===== config.mk =====
export PLATFORM = sky130hd
export DESIGN_NAME = vlp_ctrl
export DESIGN_NICKNAME = d
export VERILOG_FILES = /design/src/rtl/vlp_pkg.sv /design/src/rtl/vlp_ctrl.sv
export SDC_FILE = /design/constraint.sdc
export NUM_CORES = 1
export LEC_CHECK = 0
export BUFFER_PORTS_ARGS = -buffer_cell sky130_fd_sc_hd__buf_2
export CORE_MARGIN = 4
export CORE_UTILIZATION = 52
export CTS_BUF_LIST = sky130_fd_sc_hd__clkbuf_8
export CTS_CLUSTER_DIAMETER = 50
export DETAILED_ROUTE_END_ITERATION = 6
export MAX_ROUTING_LAYER = met4
export PLACE_DENSITY = 0.82
export SKIP_LAST_GASP = 1
export SLEW_MARGIN = 20
export SYNTH_ARGS = -nofsm -noshare
export SYNTH_HDL_FRONTEND = slang
export SYNTH_SLANG_ARGS = --single-unit

===== constraint.sdc =====
create_clock -name clk -period 2.5 [get_ports clk]
set_input_delay 0.125 -clock clk [delete_from_list [all_inputs] [get_ports clk]]
set_output_delay 0.125 -clock clk [all_outputs]
set_load 0.1 [all_outputs]

===== src/rtl/vlp_pkg.sv =====
// Shared constants, types and helpers of the voxel light propagation block.
package vlp_pkg;

	localparam int GRID_WIDTH  = 16;
	localparam int GRID_HEIGHT = 16;
	localparam int KIND_COUNT  = 256;

	localparam int CELL_COUNT = GRID_WIDTH * GRID_HEIGHT * GRID_WIDTH;
	localparam int XB = $clog2(GRID_WIDTH);
	localparam int YB = $clog2(GRID_HEIGHT);
	localparam int CB = $clog2(CELL_COUNT);
	localparam int KB = $clog2(KIND_COUNT);
	localparam int CLR_COUNT = (CELL_COUNT > KIND_COUNT) ? CELL_COUNT : KIND_COUNT;
	localparam int CLRB = $clog2(CLR_COUNT);
	localparam int PASS_COUNT = 15;
	localparam int PB = $clog2(PASS_COUNT);

	localparam logic [3:0] FULL_LIGHT = 4'd15;

	typedef enum logic [1:0] {
		OP_PALETTE = 2'd0,
		OP_SET     = 2'd1,
		OP_RELIGHT = 2'd2,
		OP_QUERY   = 2'd3
	} op_t;

	typedef enum logic [2:0] {
		FACE_XP = 3'd0,
		FACE_XN = 3'd1,
		FACE_YP = 3'd2,
		FACE_YN = 3'd3,
		FACE_ZP = 3'd4,
		FACE_ZN = 3'd5
	} face_t;

	typedef struct packed {
		logic clear_step;
		logic accept;
		logic sky_rd;
		logic sky_pal;
		logic sky_wr;
		logic sp_rd;
		logic sp_chk;
		logic sp_nb;
		logic sp_upd;
		logic adv_face;
		logic adv_cell;
		logic q_out;
		logic r_out;
	} cmd_t;

	typedef struct packed {
		logic clear_last;
		logic sky_last;
		logic here_hi;
		logic nb_in;
		logic face_last;
		logic cell_last;
		logic pass_last;
	} sts_t;

	function automatic logic [CB-1:0] cell_index(logic [XB-1:0] x, logic [YB-1:0] y,
		logic [XB-1:0] z);
		return CB'((int'(y) * GRID_WIDTH + int'(z)) * GRID_WIDTH + int'(x));
	endfunction

endpackage


===== src/rtl/vlp_ctrl.sv =====
// Controller state machine of the voxel light propagation block.
module vlp_ctrl (
	input  logic             clk,
	input  logic             arst_n,
	input  logic             start,
	input  logic [1:0]       opcode,
	input  vlp_pkg::sts_t    sts,
	output vlp_pkg::cmd_t    cmd,
	output logic             busy,
	output logic             valid
);

	typedef enum logic [10:0] {
		S_CLEAR   = 11'b000_0000_0001,
		S_IDLE    = 11'b000_0000_0010,
		S_QUERY   = 11'b000_0000_0100,
		S_SKY_RD  = 11'b000_0000_1000,
		S_SKY_PAL = 11'b000_0001_0000,
		S_SKY_WR  = 11'b000_0010_0000,
		S_SP_RD   = 11'b000_0100_0000,
		S_SP_CHK  = 11'b000_1000_0000,
		S_SP_NB   = 11'b001_0000_0000,
		S_SP_UPD  = 11'b010_0000_0000,
		S_DONE    = 11'b100_0000_0000
	} state_t;

	state_t state_q, state_d;
	state_t after_cell;

	always_ff @(posedge clk or negedge arst_n) begin
		if (!arst_n) begin
			state_q <= S_CLEAR;
		end else begin
			state_q <= state_d;
		end
	end

	assign after_cell = (sts.cell_last && sts.pass_last) ? S_DONE : S_SP_RD;

	always_comb begin
		cmd = '0;
		state_d = state_q;
		case (state_q)
			S_CLEAR: begin
				cmd.clear_step = 1'b1;
				if (sts.clear_last) state_d = S_IDLE;
			end
			S_IDLE: begin
				if (start) begin
					cmd.accept = 1'b1;
					if (opcode == vlp_pkg::OP_RELIGHT) state_d = S_SKY_RD;
					else if (opcode == vlp_pkg::OP_QUERY) state_d = S_QUERY;
				end
			end
			S_QUERY: begin
				cmd.q_out = 1'b1;
				state_d = S_IDLE;
			end
			S_SKY_RD: begin
				cmd.sky_rd = 1'b1;
				state_d = S_SKY_PAL;
			end
			S_SKY_PAL: begin
				cmd.sky_pal = 1'b1;
				state_d = S_SKY_WR;
			end
			S_SKY_WR: begin
				cmd.sky_wr = 1'b1;
				state_d = sts.sky_last ? S_SP_RD : S_SKY_RD;
			end
			S_SP_RD: begin
				cmd.sp_rd = 1'b1;
				state_d = S_SP_CHK;
			end
			S_SP_CHK: begin
				cmd.sp_chk = 1'b1;
				if (sts.here_hi) begin
					state_d = S_SP_NB;
				end else begin
					cmd.adv_cell = 1'b1;
					state_d = after_cell;
				end
			end
			S_SP_NB: begin
				cmd.sp_nb = 1'b1;
				if (sts.nb_in) begin
					state_d = S_SP_UPD;
				end else if (sts.face_last) begin
					cmd.adv_cell = 1'b1;
					state_d = after_cell;
				end else begin
					cmd.adv_face = 1'b1;
				end
			end
			S_SP_UPD: begin
				cmd.sp_upd = 1'b1;
				if (sts.face_last) begin
					cmd.adv_cell = 1'b1;
					state_d = after_cell;
				end else begin
					cmd.adv_face = 1'b1;
					state_d = S_SP_NB;
				end
			end
			S_DONE: begin
				cmd.r_out = 1'b1;
				state_d = S_IDLE;
			end
			default: begin
				state_d = S_IDLE;
			end
		endcase
	end

	assign busy  = (state_q != S_IDLE);
	assign valid = cmd.q_out | cmd.r_out;

endmodule


==> flow_metrics.tcl, run 1 <==
set metrics [dict create \
    dieHeight_um 48.1 \
    worstPathRequired_ns 2.38 \
    critPathKind "flip-flop to output pin" \
    tightestPinTransition_ns 0.523 \
    worstPathCellList "or4_4, or2_1, nor4_2, clkbuf_4" \
    regMostFlops "state_q" \
    setup_viol 0 \
    reg_top3 "state_q x11" \
    final_layout_size_suffix_gt1_frac 0.500 \
    fin_cells 134 \
    die_x_um 48.1 \
    ys_async_sr_fraction 1.00 \
    cts.path.max_buffers 2 \
    clkSlewWorstSetupHoldPaths_ns 0.05 \
    rows 14 \
    slew_headroom 0.648 \
    slew_violations 0 \
    ir_drop_v 0.000670 \
    dp.final_hpwl_um 1750 \
    coreArea_mm2 0.00151 \
    overflow 0 \
    cpPeakStageDelay_ns 0.57 \
    placed_cell_area_mm2 0.00115 \
    ys_seq_elements 11 \
    drt_pass1_iterations 6 \
    drt_wl_total_um 2410 \
    hold_path_class "input pin to flip-flop" \
    cp.arrival_ns 2.29 \
    clock_latency_ns 0.24 \
    synth-edff-count 0 \
    ios 27 \
    antenna_found_initial 0 \
    post_drt_wl_per_cell_um 18.0 \
    synth_ff_type "dfrtp_1" \
    largest_reg_flops 11 \
    dieArea_mm2 0.00231 \
    nets 131 \
    diodes 0 \
    fmax_mhz 414 \
    p_per_area_mw_per_mm2 846 \
    slowest_stage "or4_4" \
    stdcell_area_mm2 0.00123 \
    fillCellCount 98 \
    syn_to_final_growth_pct 47.3 \
    cts_htree_levels 1 \
    synth_cell_types 44 \
    final.period_utilization 0.967 \
    final_antenna_net_count 0 \
    hold_violations 0 \
    ys_seq_area_frac 0.331 \
    num_vias 864 \
    drtIter0Drc 23 \
    syn_avg_cell_area_um2 9.50 \
    min_period_ns 2.42 \
    dpl.cell_count 129 \
    root_buffer "clkbuf_8" \
    place.gp.congestion 0.795 \
    start_util 0.555 \
    drc_errors 0 \
    vias_per_cell 6.45 \
    rsz0062_at_grt "yes" \
    cp_max_fo 7 \
    grt_max_degree 12 \
    worst_setup_path_start_kind "flip-flop" \
    cts.sinks 11 \
    worst_clock_skew_ns 0.00487 \
    power.leakage_uw 0.000538 \
    status "finished clean" \
    synth_nets 100 \
    cts_made_buffers 3 \
    syn_inst 88 \
    io_buffers 26 \
    finalPower_uw 1040 \
    maxCapViolations 0 \
    cts_tree "yes" \
    grt_pass1_wl_um 4080 \
    critPathCaptureType "output pin" \
    first_global_vias 892 \
    ys_warn_count 0 \
    synth.cell_area_um2 836 \
    track_usage 0.265 \
]
[layer usage]
layer  vias up  GRT usage  share of wire
li1        392          -              -
met1       411      0.284           0.40
met2        51      0.443           0.50
met3        10     0.0627          0.067
met4         0      0.151          0.029
met5         -          -              0
[layout make-up]
type	count	area, µm²	share of cell area
multi-input cells	70	579	0.471
repair buffers	32	307	0.249
flip-flops and latches	11	277	0.225
clock buffers	3	41.3	0.0335
well taps	16	20.0	0.0163
clock inverters	1	3.75	0.00305
inverters	1	3.75	0.00305
[final timing paths]
path	from	to	slack [ns]	cells past startpoint
min reg2reg	state_q[1]	state_q[0]	0.54	1
min	sts[6]	state_q[0]	0.11	3
max	state_q[1]	cmd[9]	0.08	4
min in group asynchronous	arst_n	state_q[2]	0.28	2
max reg2reg	state_q[4]	state_q[10]	0.33	5
max in group asynchronous	arst_n	state_q[0]	1.95	2
[power breakdown]
| part | internal, µW | leakage (µW) | switching [µW] |
|---|---|---|---|
| Clock | 108 | 0.0000269 | 70.0 |
| Combinational | 216 | 0.000365 | 423 |
| Sequential | 197 | 0.000146 | 27.3 |
[layout by cell type, fill, tap and decap left out, types with 2 or more instances in the layout]
master / synthesis / layout
buf_2: 2 / 16
dfrtp_1: 10 / 10
buf_12: 0 / 8
nor2_1: 9 / 6
buf_4: 0 / 5
nor4_1: 5 / 4
or3_4: 2 / 3
or3b_2: 3 / 3
nor4b_4: 1 / 3
nand2b_1: 3 / 3
nand2_1: 3 / 3
o21ai_0: 3 / 3
clkbuf_8: 0 / 3
nor2_2: 0 / 2
and2_1: 2 / 2
or4b_2: 2 / 2
or3_1: 3 / 2
a21o_1: 2 / 2
and3_1: 2 / 2
inv_1: 1 / 2
nor2b_1: 2 / 2
o22ai_1: 2 / 2
[cell families after synthesis]
| kind of cell | synth area share |
|---|---|
| AOI/OAI and AO/OA | 0.142 |
| xor gates and xnor gates | 0.0210 |
| and+or+nand+nor | 0.454 |
| DFF | 0.331 |
| buffers and inverters | 0.0524 |
[cell usage after synthesis (3+ instances only)]
| master | n | area (µm²) |
|---|---|---|
| nand2_1 | 3 | 11.3 |
| dfrtp_1 | 10 | 250 |
| or3_1 | 3 | 18.8 |
| nor4b_1 | 3 | 26.3 |
| nor2_1 | 9 | 33.8 |
| nor4_1 | 5 | 31.3 |
| or3b_2 | 3 | 26.3 |
| nand2b_1 | 3 | 18.8 |
| o21ai_0 | 3 | 15.0 |
[critical path, delay by kind of cell, from the launching register on]
kind	cells	cell delay, ns
buffers and inverters	1	0.37
flip-flops	1	0.43
AND/OR/NAND/NOR	3	1.24
[metrics by stage]
stage	setup TNS [ns]	hold WS, ns	setup slack [ns]	util
detailed placement	0	0.0116	0.224	0.766
finish	0	0.106	0.0821	0.817
global route	-0.0143	0.121	-0.0120	0.817
floorplan	-3.31	-0.171	-0.704	-
global placement	0	0.00687	0.329	0.766
CTS	0	0.104	0.0216	0.804
[repair_timing]
item / 4_1_cts / 5_1_grt
endpoints found under the hold margin: 10 / 0
resized for setup: 1 / 4
hold buffers: 1 / 0
buffers inserted: 0 / 0
pin swaps: 0 / 2
setup endpoints to repair: 1 / 4
No activity file was read; power rests on OpenSTA's default activity.
==> run 2: changes to the inputs <==
--- a/config.mk
+++ b/config.mk
@@ -5,6 +5,7 @@
 export SDC_FILE = /design/constraint.sdc
 export NUM_CORES = 1
 export LEC_CHECK = 0
+export ABC_CLOCK_PERIOD_IN_PS = 2500
 export BUFFER_PORTS_ARGS = -buffer_cell sky130_fd_sc_hd__buf_2
 export CORE_MARGIN = 4
 export CORE_UTILIZATION = 52
@@ -13,6 +14,7 @@
 export DETAILED_ROUTE_END_ITERATION = 6
 export MAX_ROUTING_LAYER = met4
 export PLACE_DENSITY = 0.82
+export SETUP_SLACK_MARGIN = 0.4
 export SKIP_LAST_GASP = 1
 export SLEW_MARGIN = 20
 export SYNTH_ARGS = -nofsm -noshare
==> run 2 against run 1 <==
  * The run now fails in 5_1_grt
  * Synthesized cell count is the same
  * Area after synthesis unchanged
==> flow_metrics.tcl, run 2 <==
set metrics [dict create \
    ys_seq_area_frac 0.331 \
    cts.sinks 11 \
    synth_nets 100 \
    error "[ERROR DPL-0038] Utilization greater than 100%, impossible to legalize" \
    synth_top_area_frac 0.299 \
    die_x_um 48.1 \
    dp.final_hpwl_um 1690 \
    synth.cell_area_um2 836 \
    synth_ff_type "dfrtp_1" \
    yosys.area.top_type "dfrtp_1" \
    rows 14 \
    worst_endpoint "valid" \
    ys_top_cells_by_area "dfrtp_1 (30%), nor2_1 (4.0%), nor4_1 (3.7%), dfstp_2 (3.1%), nor4b_1 (3.1%)" \
    cts_htree_levels 1 \
    ys_top_cells_by_count "dfrtp_1 (10), nor2_1 (9), nor4_1 (5)" \
    grt_max_degree 12 \
    lastStage "5_1_grt" \
    cts.path.max_buffers 2 \
    ys_async_sr_fraction 1.00 \
    io_buffers 26 \
    endpoint_type "primary output" \
    cts_made_buffers 3 \
    place.gp.congestion 0.830 \
    ys_warn_count 0 \
    ios 27 \
    syn_avg_cell_area_um2 9.50 \
    synth.most_common_cell "dfrtp_1" \
    dpl.cell_count 128 \
    dieHeight_um 48.1 \
    syn_inst 88 \
    status "stopped before the end" \
    start_util 0.555 \
    root_buffer "clkbuf_8" \
    ys_seq_elements 11 \
    synth_cell_types 44 \
    synth-edff-count 0 \
    placed_cell_area_mm2 0.00118 \
]
[run 2: cell counts after synthesis]
Identical to the previous run, type by type.
[run 2: cell families after synthesis]
group | synth area share
DFF | 0.331
buffers and inverters | 0.0524
and+or+nand+nor | 0.454
xor gates and xnor gates | 0.0210
AOI/OAI and AO/OA | 0.142
[run 2: repair_timing]
| item | in CTS |
|---|---|
| resized for setup | 31 |
| setup endpoints to repair | 18 |
| cloned | 0 |
| hold buffers | 1 |
| pin swaps | 5 |
| setup buffers | 10 |
| hold endpoints to repair | 11 |
[run 2: through the flow]
stage | hold WS [ns] | setup WS [ns]
after global placement | 0.00943 | 0.324
after detailed placement | 0.0140 | 0.310
after CTS | 0.101 | 0.202
after floorplan | -0.171 | -0.704
==> run 3: changes to the inputs <==
--- a/config.mk
+++ b/config.mk
@@ -7,14 +7,10 @@
 export LEC_CHECK = 0
 export ABC_CLOCK_PERIOD_IN_PS = 2500
 export BUFFER_PORTS_ARGS = -buffer_cell sky130_fd_sc_hd__buf_2
-export CORE_MARGIN = 4
-export CORE_UTILIZATION = 52
-export CTS_BUF_LIST = sky130_fd_sc_hd__clkbuf_8
-export CTS_CLUSTER_DIAMETER = 50
+export CORE_AREA = 4 4 65 67
 export DETAILED_ROUTE_END_ITERATION = 6
-export MAX_ROUTING_LAYER = met4
-export PLACE_DENSITY = 0.82
-export SETUP_SLACK_MARGIN = 0.4
+export DIE_AREA = 0 0 69 71
+export PLACE_DENSITY_LB_ADDON = 0.15
 export SKIP_LAST_GASP = 1
 export SLEW_MARGIN = 20
 export SYNTH_ARGS = -nofsm -noshare
==> run 3 against run 2 <==
  * The flow now finishes without violations
==> flow_metrics.tcl, run 3 (synthesis results as in run 1) <==
set metrics [dict create \
    post_drt_wl_per_cell_um 12.4 \
    cp_num_buf_inv 1 \
    whs_ns 0.118 \
    io_buffers 26 \
    slowest_stage "or4_4" \
    dpl.cell_count 159 \
    dieHeight_um 71 \
    final_antenna_net_count 0 \
    setup_viol 0 \
    status "finished clean" \
    largest_reg_flops 11 \
    reg_top3 "state_q x11" \
    setup_tns_ns 0 \
    hold_path_class "input pin to flip-flop" \
    clock_latency_ns 0.23 \
    coreArea_mm2 0.00363 \
    cts.sinks 11 \
    ir_drop_v 0.000245 \
    critPathCaptureType "output pin" \
    drt_pass1_iterations 4 \
    diodes 0 \
    grt_max_degree 12 \
    crit_family "simple AND/OR/NAND/NOR gates" \
    rows 22 \
    cts.path.max_buffers 2 \
    antenna_found_initial 0 \
    min_period_ns 2.41 \
    fmax_mhz 415 \
    ios 27 \
    root_buffer "clkbuf_8" \
    cts_tree "yes" \
    start_util 0.230 \
    cts_setup_buffers 0 \
    vias_per_cell 4.60 \
    hold_violations 0 \
    first_global_vias 794 \
    final_layout_size_suffix_gt1_frac 0.491 \
    final_cell_mix "buf_2 (16), buf_12 (10), dfrtp_1 (10), nor2_1 (6), nor4_1 (4)" \
    cts_htree_levels 1 \
    syn_to_final_growth_pct 51.6 \
    critPathKind "flip-flop to output pin" \
    cpPeakStageDelay_ns 0.59 \
    worst_clock_skew_ns 0.00138 \
    final.period_utilization 0.963 \
    worstPathRequired_ns 2.38 \
    clkSlewWorstSetupHoldPaths_ns 0.05 \
    track_usage 0.0897 \
    cp_max_fo 7 \
    cp.arrival_ns 2.28 \
    power.leakage_uw 0.000529 \
    worst_setup_path_start_kind "flip-flop" \
    nets 129 \
    cts_made_buffers 3 \
    rsz0062_at_grt "no" \
    slew_violations 0 \
    grt_pass1_wl_um 3700 \
    dp.final_hpwl_um 1650 \
    place.gp.congestion 0.734 \
    num_vias 755 \
    final_common_cell "buf_2" \
    fin_cells 164 \
    worstPathCellList "or4_4, or3_4, nor4b_4, or2_4, buf_12" \
    drt_wl_total_um 2040 \
    regMostFlops "state_q" \
    maxCapViolations 0 \
    dieArea_mm2 0.00490 \
    die_x_um 69 \
    p_per_area_mw_per_mm2 796 \
    overflow 0 \
    drtIter0Drc 20 \
    slew_headroom 0.655 \
    drc_errors 0 \
    tightestPinTransition_ns 0.513 \
]
[run 3: worst register-to-register path, delay by kind of cell, from the launching register on]
family / cells / cell delay, ns
flip-flops: 1 / 0.45
AO/OA/AOI/OAI: 1 / 0.10
AND/OR/NAND/NOR: 4 / 1.52
[run 3: path summary, 6_finish.rpt]
| kind | startpoint | endpoint | slack [ns] | cells after the start |
|---|---|---|---|---|
| setup / recovery | state_q[5] | valid | 0.09 | 5 |
| hold / removal | sts[6] | state_q[0] | 0.12 | 3 |
| setup reg to reg | state_q[2] | state_q[3] | 0.37 | 5 |
| hold reg to reg | state_q[1] | state_q[0] | 0.51 | 1 |
| max in group asynchronous | arst_n | state_q[0] | 1.93 | 2 |
| min in group asynchronous | arst_n | state_q[9] | 0.30 | 2 |
[run 3: routing by layer]
layer  track usage  share of wire
met1         0.120           0.47
met3        0.0185          0.044
met2         0.143           0.47
met5             0              0
met4        0.0325          0.013
[run 3: cell type report]
| cell class | count | area, µm² |
|---|---|---|
| Tap cell | 48 | 60.1 |
| Sequential cell | 11 | 277 |
| Clock buffer | 4 | 45.0 |
| Inverter | 1 | 3.75 |
| Fill cell | 386 | 2370 |
| Multi-Input combinational cell | 70 | 569 |
| Timing Repair Buffer | 30 | 313 |
[run 3: report_power, final]
| group | switching (µW) | internal (µW) | leakage (µW) | total [µW] |
|---|---|---|---|---|
| clock network | 62.1 | 112 | 0.0000228 | 174 |
| logic | 397 | 210 | 0.000360 | 607 |
| registers | 31.1 | 197 | 0.000146 | 228 |
| total | 490 | 519 | 0.000529 | 1010 |
[run 3: metrics by stage]
step	instance area, µm²	total power, µW	utilization	worst slack (ns)
3_3_place_gp	1210	839	0.333	0.221
3_5_place_dp	1210	840	0.333	0.192
5_1_grt	1270	1070	0.349	0.0259
2_1_floorplan	890	726	-	-0.704
6_report	1270	1010	0.349	0.0915
4_1_cts	1270	1020	0.349	0.0162
[run 3: repair_timing]
item,CTS,global route
pin swaps,0,1
gates cloned,0,0
endpoints found under the setup margin,1,1
endpoints found under the hold margin,10,0
hold buffers,1,0
resized for setup,1,0
